===== config.mk =====
export PLATFORM = sky130hd
export DESIGN_NAME = key_frequency_min_max_tracker_unit
export DESIGN_NICKNAME = d
export VERILOG_FILES = /design/src/rtl/kfmm_pkg.sv /design/src/rtl/kfmm_count_mem.sv /design/src/rtl/kfmm_scan.sv /design/src/rtl/key_frequency_min_max_tracker_unit.sv
export SDC_FILE = /design/constraint.sdc
export NUM_CORES = 2
export LEC_CHECK = 0
export BUFFER_PORTS_ARGS = -buffer_cell sky130_fd_sc_hd__buf_2
export CAP_MARGIN = 20
export CORE_MARGIN = 2
export CORE_UTILIZATION = 55
export DETAILED_ROUTE_END_ITERATION = 10
export PLACE_DENSITY_LB_ADDON = 0.05
export SYNTH_ARGS = -nofsm -noshare
export SYNTH_HDL_FRONTEND = slang
export SYNTH_HIERARCHICAL = 1
export SYNTH_SLANG_ARGS = --single-unit

===== constraint.sdc =====
create_clock -name clock -period 6.6 [get_ports clock]
set_clock_uncertainty 0.1 [all_clocks]
set_input_delay 1.32 -clock clock [delete_from_list [all_inputs] [get_ports clock]]
set_output_delay 1.32 -clock clock [all_outputs]
set_load 0.005 [all_outputs]

===== src/rtl/kfmm_pkg.sv =====
// Shared types and constants for the key frequency min/max tracker.
`timescale 1ns / 1ps

package kfmm_pkg;

   // Fixed width of the key fields on the ports.
   localparam int KEY_W = 6;

   // Default sizing of the count table.
   localparam int KEYS_DEF       = 64;
   localparam int COUNT_BITS_DEF = 16;

   // Request action codes.
   localparam logic ACT_INC = 1'b0;
   localparam logic ACT_DEC = 1'b1;

   typedef struct packed {
      logic             action;
      logic [KEY_W-1:0] key;
   } req_type;

   typedef struct packed {
      logic [KEY_W-1:0] max_key;
      logic [KEY_W-1:0] min_key;
      logic             any_present;
      logic             underflow;
      logic             saturated;
   } rsp_type;

   // Travels alongside the memory read data during a scan.
   typedef struct packed {
      logic valid;
      logic first;
   } scan_tag_type;

endpackage


===== src/rtl/kfmm_count_mem.sv =====
// Count table storage: one write port and one registered read port.
`timescale 1ns / 1ps

module kfmm_count_mem #(
   parameter int DEPTH = 64,
   parameter int WIDTH = 16,
   parameter int ADDR_W = 6
) (
   input  logic              clock,
   input  logic              wr_en,
   input  logic [ADDR_W-1:0] wr_addr,
   input  logic [WIDTH-1:0]  wr_data,
   input  logic              rd_en,
   input  logic [ADDR_W-1:0] rd_addr,
   output logic [WIDTH-1:0]  rd_data
);

   logic [WIDTH-1:0] mem_ff [DEPTH];
   logic [WIDTH-1:0] rd_data_ff;

   always_ff @(posedge clock) begin
      if (wr_en) begin
         mem_ff[wr_addr] <= wr_data;
      end
   end

   always_ff @(posedge clock) begin
      if (rd_en) begin
         rd_data_ff <= mem_ff[rd_addr];
      end
   end

   assign rd_data = rd_data_ff;

endmodule


===== src/rtl/kfmm_scan.sv =====
// Running maximum and minimum over the counts streamed out of the table.
`timescale 1ns / 1ps

module kfmm_scan #(
   parameter int IDX_W = 6,
   parameter int COUNT_BITS = 16
) (
   input  logic                    clock,
   input  logic                    reset,
   input  kfmm_pkg::scan_tag_type  tag,
   input  logic [IDX_W-1:0]        tag_idx,
   input  logic [COUNT_BITS-1:0]   count,
   output logic                    found,
   output logic [IDX_W-1:0]        max_idx,
   output logic [IDX_W-1:0]        min_idx
);

   import kfmm_pkg::*;

   logic                  found_ff, found_in;
   logic [COUNT_BITS-1:0] max_c_ff, max_c_in, min_c_ff, min_c_in;
   logic [IDX_W-1:0]      max_k_ff, max_k_in, min_k_ff, min_k_in;

   logic                  base_found;
   logic [COUNT_BITS-1:0] base_max_c, base_min_c;
   logic [IDX_W-1:0]      base_max_k, base_min_k;

   // The first element of a scan starts from an empty table.
   always_comb begin
      base_found = tag.first ? 1'b0 : found_ff;
      base_max_c = tag.first ? '0 : max_c_ff;
      base_min_c = tag.first ? '0 : min_c_ff;
      base_max_k = tag.first ? '0 : max_k_ff;
      base_min_k = tag.first ? '0 : min_k_ff;

      found_in = base_found;
      max_c_in = base_max_c;
      min_c_in = base_min_c;
      max_k_in = base_max_k;
      min_k_in = base_min_k;

      // A zero count marks an absent key and is skipped.
      if (count != '0) begin
         if (!base_found) begin
            found_in = 1'b1;
            max_c_in = count;
            min_c_in = count;
            max_k_in = tag_idx;
            min_k_in = tag_idx;
         end else begin
            // Equal counts move the maximum up to the higher index.
            if (count >= base_max_c) begin
               max_c_in = count;
               max_k_in = tag_idx;
            end
            if (count < base_min_c) begin
               min_c_in = count;
               min_k_in = tag_idx;
            end
         end
      end
   end

   always_ff @(posedge clock) begin
      if (reset) begin
         found_ff <= 1'b0;
      end else if (tag.valid) begin
         found_ff <= found_in;
      end
   end

   always_ff @(posedge clock) begin
      if (tag.valid) begin
         max_c_ff <= max_c_in;
         min_c_ff <= min_c_in;
         max_k_ff <= max_k_in;
         min_k_ff <= min_k_in;
      end
   end

   assign found   = found_ff;
   assign max_idx = max_k_ff;
   assign min_idx = min_k_ff;

endmodule


===== src/rtl/key_frequency_min_max_tracker_unit.sv =====
// Top level of the key frequency tracker: sequencer, count table and scan unit.
//
// The block keeps one saturating count per key in a synchronous memory and,
// for every request, increments or decrements one key's count and then
// reports the key with the largest nonzero count (highest index on ties),
// the key with the smallest nonzero count (lowest index on ties), whether any
// key is present, and whether the update underflowed or saturated. After
// reset the block first runs a clearing pass that writes zero to every table
// entry; req_ready stays low until it finishes. Each request then occupies
// the block from the cycle in which it is accepted until its response is
// loaded: the key's count is read, the new count is written back, every
// entry streams through the single read port of the table, the last read
// arrives, and the response register is loaded once it is free. The scan
// through the table read port takes most of that time. One request is in
// flight at a time; because accesses never overlap, the scan always sees the
// freshly written count. The response register lets the next request be
// accepted while the previous response still waits on rsp_ready. A key index
// at or beyond KEYS leaves the table untouched and raises no flag, and
// reported key indices are truncated to the port width.
`timescale 1ns / 1ps

module key_frequency_min_max_tracker_unit #(
   parameter int KEYS = kfmm_pkg::KEYS_DEF,
   parameter int COUNT_BITS = kfmm_pkg::COUNT_BITS_DEF
) (
   input  logic              clock,
   input  logic              reset,
   input  logic              req_valid,
   output logic              req_ready,
   input  kfmm_pkg::req_type req_data,
   output logic              rsp_valid,
   input  logic              rsp_ready,
   output kfmm_pkg::rsp_type rsp_data
);

   import kfmm_pkg::*;

   localparam int IDX_W = $clog2(KEYS);
   // Wide enough to hold both a key and the value KEYS itself.
   localparam int CMP_W = ((IDX_W > KEY_W) ? IDX_W : KEY_W) + 1;

   // Sequencer states.
   localparam logic [2:0] ST_CLEAR  = 3'd0;
   localparam logic [2:0] ST_IDLE   = 3'd1;
   localparam logic [2:0] ST_UPDATE = 3'd2;
   localparam logic [2:0] ST_SCAN   = 3'd3;
   localparam logic [2:0] ST_WAIT   = 3'd4;
   localparam logic [2:0] ST_DONE   = 3'd5;

   logic [2:0] state_ff, state_in;

   // Shared index counter: entry being cleared or entry being scanned.
   logic [IDX_W-1:0] idx_ff, idx_in;
   logic             idx_last;

   // Latched request.
   logic             act_ff;
   logic             in_range_ff;
   logic [IDX_W-1:0] addr_ff;

   // Flags of the update, held until the response is loaded.
   logic underflow_ff, underflow_in;
   logic saturated_ff, saturated_in;

   // Read data tag, aligned with the memory's registered read.
   scan_tag_type     tag_ff, tag_in;
   logic [IDX_W-1:0] tag_idx_ff;

   logic    rsp_valid_ff;
   rsp_type rsp_data_ff;

   logic                  req_fire;
   logic                  rsp_load;
   logic [CMP_W-1:0]      key_ext;
   logic                  key_in_range;

   logic                  wr_en;
   logic [IDX_W-1:0]      wr_addr;
   logic [COUNT_BITS-1:0] wr_data;
   logic                  rd_en;
   logic [IDX_W-1:0]      rd_addr;
   logic [COUNT_BITS-1:0] rd_data;

   logic                  cnt_full, cnt_empty;
   logic                  upd_blocked;
   logic [COUNT_BITS-1:0] cnt_next;

   logic                  scan_found;
   logic [IDX_W-1:0]      scan_max, scan_min;

   assign req_ready    = (state_ff == ST_IDLE);
   assign req_fire     = req_valid && req_ready;
   assign key_ext      = CMP_W'(req_data.key);
   assign key_in_range = (key_ext < CMP_W'(KEYS));
   assign idx_last     = (idx_ff == IDX_W'(KEYS - 1));

   // The response register is free when empty or being drained this cycle.
   assign rsp_load = (state_ff == ST_DONE) && (!rsp_valid_ff || rsp_ready);

   // Read-modify-write arithmetic on the count fetched in the update cycle.
   assign cnt_full  = (rd_data == {COUNT_BITS{1'b1}});
   assign cnt_empty = (rd_data == '0);
   always_comb begin
      if (act_ff == ACT_INC) begin
         cnt_next     = rd_data + COUNT_BITS'(1);
         saturated_in = in_range_ff && cnt_full;
         underflow_in = 1'b0;
      end else begin
         cnt_next     = rd_data - COUNT_BITS'(1);
         saturated_in = 1'b0;
         underflow_in = in_range_ff && cnt_empty;
      end
   end
   assign upd_blocked = saturated_in || underflow_in;

   // Memory port steering.
   always_comb begin
      wr_en   = 1'b0;
      wr_addr = idx_ff;
      wr_data = '0;
      rd_en   = 1'b0;
      rd_addr = idx_ff;
      unique case (state_ff)
         ST_CLEAR: begin
            wr_en = 1'b1;
         end
         ST_IDLE: begin
            rd_en   = req_fire;
            rd_addr = key_ext[IDX_W-1:0];
         end
         ST_UPDATE: begin
            wr_en   = in_range_ff && !upd_blocked;
            wr_addr = addr_ff;
            wr_data = cnt_next;
         end
         ST_SCAN: begin
            rd_en = 1'b1;
         end
         default: begin
         end
      endcase
   end

   // Sequencer.
   always_comb begin
      state_in = state_ff;
      idx_in   = idx_ff;
      unique case (state_ff)
         ST_CLEAR: begin
            idx_in = idx_ff + IDX_W'(1);
            if (idx_last) begin
               state_in = ST_IDLE;
               idx_in   = '0;
            end
         end
         ST_IDLE: begin
            if (req_fire) begin
               state_in = ST_UPDATE;
            end
         end
         ST_UPDATE: begin
            state_in = ST_SCAN;
            idx_in   = '0;
         end
         ST_SCAN: begin
            idx_in = idx_ff + IDX_W'(1);
            if (idx_last) begin
               state_in = ST_WAIT;
               idx_in   = '0;
            end
         end
         ST_WAIT: begin
            state_in = ST_DONE;
         end
         ST_DONE: begin
            if (rsp_load) begin
               state_in = ST_IDLE;
            end
         end
         default: begin
            state_in = ST_CLEAR;
            idx_in   = '0;
         end
      endcase
   end

   always_comb begin
      tag_in.valid = (state_ff == ST_SCAN);
      tag_in.first = (idx_ff == '0);
   end

   always_ff @(posedge clock) begin
      if (reset) begin
         state_ff     <= ST_CLEAR;
         idx_ff       <= '0;
         tag_ff       <= '0;
         rsp_valid_ff <= 1'b0;
      end else begin
         state_ff <= state_in;
         idx_ff   <= idx_in;
         tag_ff   <= tag_in;
         if (rsp_load) begin
            rsp_valid_ff <= 1'b1;
         end else if (rsp_ready) begin
            rsp_valid_ff <= 1'b0;
         end
      end
   end

   // Payload registers.
   always_ff @(posedge clock) begin
      tag_idx_ff <= idx_ff;
      if (req_fire) begin
         act_ff      <= req_data.action;
         in_range_ff <= key_in_range;
         addr_ff     <= key_ext[IDX_W-1:0];
      end
      if (state_ff == ST_UPDATE) begin
         underflow_ff <= underflow_in;
         saturated_ff <= saturated_in;
      end
      if (rsp_load) begin
         rsp_data_ff.max_key     <= KEY_W'(scan_max);
         rsp_data_ff.min_key     <= KEY_W'(scan_min);
         rsp_data_ff.any_present <= scan_found;
         rsp_data_ff.underflow   <= underflow_ff;
         rsp_data_ff.saturated   <= saturated_ff;
      end
   end

   assign rsp_valid = rsp_valid_ff;
   assign rsp_data  = rsp_data_ff;

   kfmm_count_mem #(
      .DEPTH (KEYS),
      .WIDTH (COUNT_BITS),
      .ADDR_W(IDX_W)
   ) u_mem (
      .clock  (clock),
      .wr_en  (wr_en),
      .wr_addr(wr_addr),
      .wr_data(wr_data),
      .rd_en  (rd_en),
      .rd_addr(rd_addr),
      .rd_data(rd_data)
   );

   kfmm_scan #(
      .IDX_W     (IDX_W),
      .COUNT_BITS(COUNT_BITS)
   ) u_scan (
      .clock  (clock),
      .reset  (reset),
      .tag    (tag_ff),
      .tag_idx(tag_idx_ff),
      .count  (rd_data),
      .found  (scan_found),
      .max_idx(scan_max),
      .min_idx(scan_min)
   );

endmodule


==> insert_results.sql <==
INSERT INTO impl_metrics (metric_group, metric, value, unit) VALUES
('status', 'outcome', 'complete, no violations', ''),
('floorplanning', 'chipWidth', '292', 'um'),
('worst_setup_path', 'cell_chain_of_the_critical_path', 'nand2b_1 > nor2_1 > nand2_1 > o21ai_4 > buf_4 > buf_4 > mux4_2 > mux2_2 > a221oi_1 > a311oi_1', ''),
('synthesis', 'synth_enable_flop_cells', '1108', ''),
('clock_network', 'clock_insertion_delay_worst_skew', '670', 'ps'),
('synthesis', 'post_synth_xor_area_fraction', '0.192', '%'),
('synthesis', 'netlist_area_before_placement', '45500', 'um2'),
('worst_setup_path', 'critical-path-top-delay-family', 'simple AND/OR/NAND/NOR gates', ''),
('drt', 'antenna_violating_nets_post_route', '0', ''),
('clock_network', 'postCtsHoldBufs', '0', ''),
('worst_setup_path', 'cpMostUsedCell', 'sky130_fd_sc_hd__buf_4', ''),
('drt', 'first_iter_violations', '2581', ''),
('global_routing', 'grt_use_total', '26.6', '%'),
('worst_setup_path', 'worst_path_largest_cell_delay', '700', 'ps'),
('cells_and_area', 'insertedDiodeCount', '0', ''),
('floorplanning', 'number_of_placement_rows', '105', ''),
('clock_network', 'clockBufferDepth', '3', ''),
('worst_setup_path', 'crit-reg2reg-capture', 'u_mem/rd_data[4]', ''),
('sta', 'timing.final.crit_share', '72.6', '%'),
('synthesis', 'synth.top_cell.area_share', '73.0', '%'),
('sta', 'fmax', '0.209', 'GHz'),
('clock_network', 'cts_tree', 'yes', ''),
('worst_setup_path', 'setup.worst_path.start', 'state_ff[0]', ''),
('worst_setup_path', 'cp.arrival', '5050', 'ps'),
('global_routing', 'grt_remaining_overflow', '0', ''),
('synthesis', 'top_area_cells_in_the_synthesized_netlist', 'sky130_fd_sc_hd__edfxtp_1 (73%), sky130_fd_sc_hd__mux4_2 (11%), sky130_fd_sc_hd__mux2i_1 (2.1%), sky130_fd_sc_hd__ha_1 (1.3%), sky130_fd_sc_hd__nand2_1 (1.1%)', ''),
('sta', 'setup-violations-final', '0', ''),
('cells_and_area', 'design.final.nets', '2531', ''),
('drt', 'detail_route.wirelength', '111000', 'um'),
('synthesis', 'post_synth_mux_area_share', '14.1', '%'),
('synthesis', 'syn_nets', '2404', ''),
('placement', 'portBuffers', '27', ''),
('worst_setup_path', 'r2r_start', 'state_ff[0]', ''),
('global_routing', 'global_route_wire_length_before_repair', '164000', 'um'),
('worst_setup_path', 'worst_setup_path_start_kind', 'flip-flop', ''),
('floorplanning', 'design.core.area', '82000', 'um2'),
('drt', 'drt-pass1-iter-count', '6', ''),
('global_routing', 'grt_start_max_net_pins', '77', ''),
('worst_setup_path', 'number_of_cells_on_the_critical_path', '10', ''),
('synthesis', 'yosys.cell_types.count', '79', ''),
('worst_setup_path', 'worst-endpoint-required', '6860', 'ps'),
('clock_network', 'post_cts.repair.setup_buffers', '0', ''),
('floorplanning', 'starting_density', '55.6', '%'),
('pwr', 'power.static_leakage', '0.0148', 'uW'),
('clock_network', 'cts_root_buffer', 'sky130_fd_sc_hd__clkbuf_16', ''),
('worst_setup_path', 'critical_path.n_buffers_inverters', '2', ''),
('clock_network', 'htree_levels', '3', ''),
('global_routing', 'initial_antenna_violation_count', '2', ''),
('placement', 'post-dp-hpwl', '67400', 'um'),
('worst_setup_path', 'cp_max_fo', '30', ''),
('pwr', 'vdd_ir_drop_max', '0.243', 'mV'),
('worst_setup_path', 'worstSetupEndpoint', 'u_mem/rd_data[4]', ''),
('drt', 'drc', '0', ''),
('synthesis', 'largest_family_of_logic_cells_by_synthesized_area', 'multiplexers', ''),
('floorplanning', 'io_pins', '28', ''),
('synthesis', 'synthAdderAreaFrac', '1.34', '%'),
('synthesis', 'synth_area_per_cell', '19.4', 'um2'),
('worst_setup_path', 'r2r_setup_slack', '1810', 'ps'),
('synthesis', 'synthDominantAreaCellType', 'sky130_fd_sc_hd__edfxtp_1', ''),
('synthesis', 'yosysSeqAreaShare', '73.9', '%'),
('clock_network', 'post_cts_resize_count', '0', ''),
('sta', 'worst_slew_pin_slew', '1110', 'ps'),
('clock_network', 'clock_slew_at_the_register_clock_pins_of_the_worst_setup_and_hold_paths', '60', 'ps'),
('pwr', 'power_per_cell_area', '287', 'nW/um2'),
('synthesis', 'synth-seq-cells', '1127', ''),
('worst_setup_path', 'critical-path-slowest-cell', 'sky130_fd_sc_hd__nor2_1', ''),
('sta', 'layout_min_cycle_time', '4790', 'ps'),
('cells_and_area', 'area_delta_synth_final', '11.5', '%'),
('floorplanning', 'floorplan.die_area', '85100', 'um2'),
('worst_setup_path', 'crit_path_end_kind', 'flip-flop', ''),
('synthesis', 'synth_flop_cell', 'sky130_fd_sc_hd__edfxtp_1', '');
-- layout make-up --
cell class	count	area, um2
Sequential cell	1127	33700
Clock inverter	51	363
Multi-Input combinational cell	1069	11200
Clock buffer	152	3120
Tap cell	1070	1340
Fill cell	5801	31200
Timing Repair Buffer	135	1070
Inverter	27	101
-- flip-flops by register name, summed over array words and instances (netlist names) --
signal,cells
state_ff,3
tag_ff,2
u_mem/mem_ff,1024
rsp_valid,1
u_scan/min_idx,6
tag_idx_ff,6
rsp_data,15
saturated_ff,1
u_scan/max_c_ff,16
underflow_ff,1
addr_ff,6
u_scan/found,1
u_mem/rd_data,16
u_scan/min_c_ff,16
u_scan/max_idx,6
idx_ff,6
act_ff,1
-- power breakdown --
| group | switching [uW] | total (uW) | internal, uW |
|---|---|---|---|
| sequential | 14.7 | 7810 | 7790 |
| clock | 2600 | 6050 | 3450 |
| combinational | 431 | 714 | 283 |
| total | 3040 | 14600 | 11500 |
-- metrics by stage --
| step | hold WS (ps) | setup slack (ps) | total power, uW | instance area, um2 |
|---|---|---|---|---|
| 2_1_floorplan | 229 | 1330 | 8450 | 45500 |
| 3_3_place_gp | 300 | 1840 | 8670 | 47200 |
| 3_5_place_dp | 312 | 1760 | 8670 | 47200 |
| 4_1_cts | 320 | 1760 | 14700 | 50700 |
| 5_1_grt | 332 | 1450 | 15000 | 50800 |
| 6_report | 322 | 1810 | 14600 | 50800 |
-- how the worst min path moves through the flow --
| stage | from | endpoint | slack, ps | cells past startpoint |
|---|---|---|---|---|
| final | idx_ff[0] | tag_idx_ff[0] | 320 | 0 |
| after floorplan | idx_ff[2] | tag_idx_ff[2] | 230 | 0 |
| after global placement | idx_ff[0] | tag_idx_ff[0] | 300 | 0 |
| after CTS | idx_ff[0] | tag_idx_ff[0] | 320 | 0 |
| after global routing | idx_ff[0] | tag_idx_ff[0] | 330 | 0 |
| after detailed placement | idx_ff[0] | tag_idx_ff[0] | 310 | 0 |
-- Yosys cell counts, types with 11 or more instances --
library cell / count
sky130_fd_sc_hd__a211oi_1: 11
sky130_fd_sc_hd__a21o_1: 11
sky130_fd_sc_hd__a21oi_1: 46
sky130_fd_sc_hd__a221oi_1: 17
sky130_fd_sc_hd__a22o_1: 12
sky130_fd_sc_hd__a22oi_1: 42
sky130_fd_sc_hd__buf_2: 38
sky130_fd_sc_hd__buf_4: 13
sky130_fd_sc_hd__buf_6: 18
sky130_fd_sc_hd__clkbuf_1: 37
sky130_fd_sc_hd__dfxtp_1: 19
sky130_fd_sc_hd__edfxtp_1: 1108
sky130_fd_sc_hd__ha_1: 47
sky130_fd_sc_hd__inv_1: 27
sky130_fd_sc_hd__mux2_2: 37
sky130_fd_sc_hd__mux2i_1: 94
sky130_fd_sc_hd__mux4_2: 220
sky130_fd_sc_hd__nand2_1: 129
sky130_fd_sc_hd__nand3_1: 34
sky130_fd_sc_hd__nand4_1: 21
sky130_fd_sc_hd__nor2_1: 99
sky130_fd_sc_hd__nor2b_1: 40
sky130_fd_sc_hd__nor3_1: 18
sky130_fd_sc_hd__o21ai_0: 20
sky130_fd_sc_hd__o2bb2ai_1: 16
-- logic make-up (layout without fill, tap and decap cells) --
| group | count (synthesis) | after routing |
|---|---|---|
| AOI/OAI and AO/OA | 254 | 254 |
| xor gates and xnor gates | 10 | 10 |
| adders and majority gates | 48 | 48 |
| buffers and inverters | 149 | 365 |
| DFF | 1127 | 1127 |
| muxes | 355 | 355 |
| and+or+nand+nor | 402 | 402 |
-- per-layer routing --
layer	vias to the layer above	GRT usage, %	wire length [um]
met5	-	0	30
met4	4	9.17	3910
met2	920	42.1	53500
met3	192	4.07	7390
li1	9907	-	-
met1	12326	38.4	46500
Power figures use the tool's default switching activity.
